`src/design/feedback_echo_delay_defines.svh`:
```
// ----------------------------------------------------------------------------
// feedback_echo_delay_defines.svh
// Assertion macros shared by the echo delay RTL. Empty when SYNTHESIS is set.
// ----------------------------------------------------------------------------
`ifndef FEEDBACK_ECHO_DELAY_DEFINES_SVH
`define FEEDBACK_ECHO_DELAY_DEFINES_SVH

`ifndef SYNTHESIS

// Clocked check, disabled while reset is high.
`define FED_ASSERT(lbl, clk, rst, prop, msg) \
   lbl: assert property (@(posedge clk) disable iff (rst) prop) else $error(msg);

// Clocked check that also holds during reset.
`define FED_ASSERT_ALWAYS(lbl, clk, prop, msg) \
   lbl: assert property (@(posedge clk) prop) else $error(msg);

`else

`define FED_ASSERT(lbl, clk, rst, prop, msg)
`define FED_ASSERT_ALWAYS(lbl, clk, prop, msg)

`endif

`endif

```
`src/design/fed_pkg.sv`:
```
// ----------------------------------------------------------------------------
// fed_pkg
// Shared types and fixed constants of the feedback echo delay.
// ----------------------------------------------------------------------------
package fed_pkg;

   localparam int SAMPLE_WIDTH   = 24;
   localparam int MIX_WIDTH      = 17;
   localparam int FB_WIDTH       = 16;
   localparam int DELAY_WIDTH    = 17;
   localparam int CHCNT_WIDTH    = 2;
   localparam int CSR_DATA_WIDTH = 17;
   localparam int CSR_IDX_WIDTH  = 2;

   typedef logic signed [SAMPLE_WIDTH-1:0] sample_type;

   // Q16 unity and the feedback ceiling (0.95)
   localparam logic [MIX_WIDTH-1:0]   Q16_ONE      = 17'd65536;
   localparam logic [FB_WIDTH-1:0]    FEEDBACK_MAX = 16'd62259;

   localparam logic [MIX_WIDTH-1:0]   MIX_RESET    = 17'd0;
   localparam logic [FB_WIDTH-1:0]    FB_RESET     = 16'd0;
   localparam logic [DELAY_WIDTH-1:0] DELAY_RESET  = 17'd24000;
   localparam logic [CHCNT_WIDTH-1:0] CHCNT_RESET  = 2'd2;

   typedef enum logic [CSR_IDX_WIDTH-1:0] {
      CSR_MIX_LEVEL     = 2'd0,
      CSR_FEEDBACK_GAIN = 2'd1,
      CSR_DELAY_FRAMES  = 2'd2,
      CSR_CHANNEL_COUNT = 2'd3
   } csr_index_type;

   // gains handed to the arithmetic pipeline
   typedef struct packed {
      logic [MIX_WIDTH-1:0] mix_level;
      logic [FB_WIDTH-1:0]  feedback_gain;
   } coef_type;

endpackage

```
`src/design/fed_mix_math.sv`:
```
// ----------------------------------------------------------------------------
// fed_mix_math
// Product stage and round/saturate stage for the feedback and output mix.
// ----------------------------------------------------------------------------
module fed_mix_math import fed_pkg::*; (
   input  logic       clock,
   input  logic       load,
   input  sample_type dry,
   input  sample_type wet,
   input  coef_type   coef,
   input  logic       bypass,
   output sample_type store_sample,
   output sample_type mix_sample
);

   function automatic sample_type sat_sample(input logic signed [27:0] v);
      sample_type r;
      if (v > 28'sd8388607) begin
         r = 24'sh7FFFFF;
      end else if (v < -28'sd8388608) begin
         r = 24'sh800000;
      end else begin
         r = v[SAMPLE_WIDTH-1:0];
      end
      return r;
   endfunction

   logic [MIX_WIDTH-1:0] mix_eff;
   logic [FB_WIDTH-1:0]  fb_eff;
   logic signed [16:0]   fb_s;
   logic signed [17:0]   mix_s;
   logic signed [17:0]   inv_s;

   sample_type         dry_ff, dry_in;
   logic signed [40:0] fb_prod_ff, fb_prod_in;
   logic signed [41:0] dry_prod_ff, dry_prod_in;
   logic signed [41:0] wet_prod_ff, wet_prod_in;

   logic signed [41:0] fb_acc;
   logic signed [25:0] fb_q;
   logic signed [27:0] st_sum;
   logic signed [43:0] mix_acc;

   always_comb begin
      mix_eff     = (coef.mix_level > Q16_ONE) ? Q16_ONE : coef.mix_level;
      fb_eff      = (coef.feedback_gain > FEEDBACK_MAX) ? FEEDBACK_MAX : coef.feedback_gain;
      fb_s        = $signed({1'b0, fb_eff});
      mix_s       = $signed({1'b0, mix_eff});
      inv_s       = $signed({1'b0, Q16_ONE - mix_eff});
      dry_in      = dry;
      fb_prod_in  = wet * fb_s;
      dry_prod_in = dry * inv_s;
      wet_prod_in = wet * mix_s;
   end

   always_ff @(posedge clock) begin
      if (load) begin
         dry_ff      <= dry_in;
         fb_prod_ff  <= fb_prod_in;
         dry_prod_ff <= dry_prod_in;
         wet_prod_ff <= wet_prod_in;
      end
   end

   // floor of (x + half) / 65536 is round to nearest, ties up
   always_comb begin
      fb_acc       = 42'(fb_prod_ff) + 42'sd32768;
      fb_q         = $signed(fb_acc[41:16]);
      st_sum       = 28'(fb_q) + 28'(dry_ff);
      store_sample = sat_sample(st_sum);
      mix_acc      = 44'(dry_prod_ff) + 44'(wet_prod_ff) + 44'sd32768;
      mix_sample   = bypass ? dry_ff : sat_sample($signed(mix_acc[43:16]));
   end

endmodule

```
`config.mk`:
```
export PLATFORM = sky130hd
export DESIGN_NAME = fed_mix_math
export DESIGN_NICKNAME = d
export VERILOG_FILES = /design/src/design/feedback_echo_delay_defines.svh /design/src/design/fed_pkg.sv /design/src/design/fed_mix_math.sv
export SDC_FILE = /design/constraint.sdc
export NUM_CORES = 2
export LEC_CHECK = 0
export BUFFER_PORTS_ARGS = -buffer_cell sky130_fd_sc_hd__buf_2
export CAP_MARGIN = 20
export CORE_ASPECT_RATIO = 1.4
export CORE_MARGIN = 5
export CORE_UTILIZATION = 67
export CTS_CLUSTER_SIZE = 16
export DETAILED_ROUTE_END_ITERATION = 7
export PLACE_DENSITY = 0.86
export SYNTH_ARGS = -nofsm -noshare
export SYNTH_HDL_FRONTEND = slang
export SYNTH_SLANG_ARGS = --single-unit
```
`constraint.sdc`:
```
create_clock -name clock -period 10.6 [get_ports clock]
set_input_delay 2.12 -clock clock [delete_from_list [all_inputs] [get_ports clock]]
set_output_delay 2.12 -clock clock [all_outputs]
set_load 0.05 [all_outputs]
```
# == After elaboration in Yosys (flattened, before gate mapping) ==
# Index checks and enable logic that the tools add are counted.
# classes
mul,3
addsub,5
mux,7
n_lt_le_gt_ge,6
# op_table
op,n
$mux 24,5
$mul 24x18->42,2
$add 43x17->44 const B,1
$add 42x42->43,1
$add 41x17->42 const B,1
$mul 24x17->41,1
$gt 28x24->1 const B,1
$lt 28x24->1 const B,1
$add 26x24->27,1
$gt 27x24->1 const B,1
$lt 27x24->1 const B,1
$gt 17x17->1 const B,1
$mux 17,1
$sub 17x17->17 const A,1
$gt 16x16->1 const B,1
$mux 16,1
# word_totals
out_inout_bits,48
ff_bits,149

# == Logic depth before layout (Yosys ltp) ==
# logic_depth
ltp_word,6
mapped_depth,36
depth_no_buf,32

# == Worst setup path before layout ==
# No wires, ideal clock.
# synth_timing
kind,input to register
from,input coef[32] in the netlist's numbering
to,register dry_prod_ff[39] (data pin)
path_slack_ns,0.680
t_required_ns,10.342
arrival_ns,9.662
cell_stages,36
cell_sequence,clkbuf_1 -> clkbuf_1 -> nor2b_1 -> clkbuf_1 -> clkbuf_1 -> inv_1 -> ha_1 -> nand2_1 -> or3_1 -> nor2_1 -> xnor2_1 -> clkbuf_1 -> nand2_1 -> fa_1 -> inv_1 -> fa_1 -> inv_1 -> fa_1 -> inv_1 -> fa_1 -> fa_1 -> inv_1 -> fa_1 -> inv_1 -> ha_1 -> o21a_1 -> o21ai_0 -> nand2b_1 -> a21oi_1 -> a31oi_1 -> a221o_1 -> a21oi_1 -> o31ai_1 -> a41oi_1 -> nor2b_1 -> xnor2_1
# synth_via
elab_chain_cells,4
# synth_rtl
item,line_no,text
"start, declared",fed_mix_math.sv:10,"input coef_type coef,"
$gt 17x17->1,fed_mix_math.sv:45,mix_eff = (coef.mix_level > Q16_ONE) ? Q16_ONE : coef.mix_level;
$mux 17 (*),fed_mix_math.sv:45,
$sub 17x17->17 (*),fed_mix_math.sv:49,"inv_s = $signed({1'b0, Q16_ONE - mix_eff});"
$mul 24x18->42 (*),fed_mix_math.sv:52,dry_prod_in = dry * inv_s;
net dry_prod_in[39],fed_mix_math.sv:36,"logic signed [41:0] dry_prod_ff, dry_prod_in;"
"end signal, assigned",fed_mix_math.sv:60,dry_prod_ff <= dry_prod_in;
"end, declared",fed_mix_math.sv:36,
# The timed path passes the listed nets; every way through them passes the cells marked *.
# A chain may end at the register's enable or synchronous reset.

# == Final worst setup path ==
# layout_timing
from,input coef[20] in the netlist's numbering
to,register dry_prod_ff[39] (data pin)
# Same word-level chain as after synthesis.

==> impl_metrics.tcl <==
set metrics [dict create \
    status "complete, no violations" \
    maxCapViolCount 0 \
    ctsHoldBuffers 0 \
    cts_setup_buffers 0 \
    antenna_found_initial 2 \
    async_flop_share_pct 0 \
    initial_core_util_pct 67.7 \
    antenna_left 0 \
    synth_top_area_cell "fa_1" \
    synth_top_area_share_pct 45.5 \
    crit_start "coef[20]" \
    setup.worst_path.end_class "register" \
    dr.pass1.iters 7 \
    hold_viol 0 \
    maxSlewViolCount 0 \
    clock_sinks 134 \
    cts_tree "yes" \
    rsz0062_at_grt "no" \
    post-route-util_pct 70.7 \
    core_um2 76600 \
    crit_top_cell "fa_1" \
    path_class "in2reg" \
    drive_gt1_share_pct 5.12 \
    slew_headroom_pct 26.8 \
    whs_ps 2110 \
    grt_pass1_vias 43800 \
    ctsRootBufferMaster "clkbuf_16" \
    yosysMostFrequentCell "inv_1" \
    cp_top_family "adder cells" \
    hp-start "dry[23]" \
    start_kind "input pin" \
    tightest_slew_ps 1100 \
    h-tree-depth 4 \
    wl_um 131000 \
    num_vias 39200 \
    die_h_um 339 \
    boundaryPins 132 \
    area_delta_synth_final_pct 4.54 \
    drc 0 \
    netlist_instances 5751 \
    period_share_pct 94.8 \
    post_cts_resize_count 0 \
    cpPeakStageDelay_ps 570 \
    grt_start_max_net_pins 86 \
    timing.fmax_mhz 99.5 \
    synth_common_cells "inv_1, fa_1, nand2_1" \
    seq_area_frac_synth_pct 7.77 \
    wl_per_cell_um 19.4 \
    hold_class "in2reg" \
    num_rows 120 \
    syn_area_um2 51800 \
    synthFlopType "edfxtp_1" \
    critPathMaxFanout 15 \
    cpMaxStageDelayCell "fa_1" \
    avgSynthCellArea_um2 9.01 \
    critPathArrivalTime_ps 10260 \
    cts_max_path_buffers 2 \
    cts_buffers 17 \
    drt_iter0_markers 2579 \
    port_buffers 131 \
    grtUsageTotal_pct 32.5 \
    yosys_warnings 0 \
    synth-seq-cells 134 \
    yosysUniqueCellTypes 76 \
    finalSetupViolCount 0 \
    cp_data_required_time_ps 10810 \
    synth.area.top_cells "fa_1, inv_1, ha_1" \
    cts.clk_slew.worst_paths_ps 60 \
    timing.setup.tns_ps 0 \
    nets 7424 \
    period_needed_ps 10050 \
    hpwl_um 109000 \
    vias_per_cell 5.82 \
    grt_pass1_wl_um 216000 \
    die-area_um2 83100 \
    syn_nets 7426 \
    overflow 0 \
    worst-path-buf-inv 7 \
    synth_edf_count 134 \
    fp.dieW_um 245 \
    gp_congestion 0.967 \
]
[final cells by class]
class                      count  area [µm²]
inverter                    1521        5710
antenna                        2        5.00
timing repair buffer         220        1370
clock buffer                  17         425
clock inverter                14         166
tap                          976        1220
fill                        5583       22400
sequential                   134        4020
multi-input combinational   3855       41300
[logic make-up (layout without fill, tap and decap cells)]
logic type	count (synthesis)	in the layout	synth area share [%]
flip-flops	134	134	7.77
buffers and inverters	1762	1772	12.8
AO/OA/AOI/OAI	460	460	6.00
multiplexers	2	2	0.0410
adder cells (fa/ha/maj)	1591	1591	55.5
AND/OR/NAND/NOR	1607	1607	14.6
XOR/XNOR	195	195	3.30
other	0	2	0
[worst paths after layout]
| kind | endpoint | slack, ps | cells after the start |
|---|---|---|---|
| worst min-delay path | dry_ff[23]$_DFFE_PP_ | 2110 | 1 |
| worst max-delay path | dry_prod_ff[39]$_DFFE_PP_ | 550 | 33 |
[routing by layer]
layer / GRT usage, % / vias up / share of wire [%]
met3: 5.10 / 551 / 8.1
met5: 0 / - / 0.0092
met2: 58.5 / 1885 / 52
li1: - / 17000 / -
met1: 37.2 / 19800 / 34
met4: 16.9 / 2 / 6.1
[layout by cell type (no fill, tap or decap), types with 5 or more instances in the layout]
cell type / count
fa_1: 1178
or2_2: 9
nand2b_1: 19
a21o_1: 101
nand4_1: 17
xnor2_2: 5
and3_1: 86
a211oi_1: 7
buf_2: 130
a21oi_1: 131
ha_1: 413
xor2_1: 66
clkbuf_16: 17
or3_1: 7
inv_1: 1520
a2111oi_0: 5
nand3_1: 38
o21a_1: 24
buf_4: 86
nand2_1: 894
and2_1: 333
o21bai_1: 21
nor3_1: 29
o311ai_0: 6
xnor2_1: 122
nor2b_1: 39
o211ai_1: 8
nor2b_2: 11
a2bb2oi_1: 23
o21ai_0: 58
edfxtp_1: 134
nor4_1: 12
a31oi_1: 11
nor2_1: 89
a21boi_0: 7
o31ai_1: 8
[sequential cells by signal (all words and copies together), names as in the netlist]
name         count
fb_prod_ff      26
dry_ff          24
wet_prod_ff     42
dry_prod_ff     42
[per-stage QoR]
step	cell area (µm²)	setup WS, ps	instances
after global routing	54200	28.1	6737
after global placement	53600	351	6706
final	54200	550	6739
after detailed placement	53600	135	6706
after floorplan	51800	680	5751
after CTS	54200	602	6737
Power is left out: the tool's default activity adds up to more than one toggle a clock period on the data nets, which glitch-free logic cannot reach.
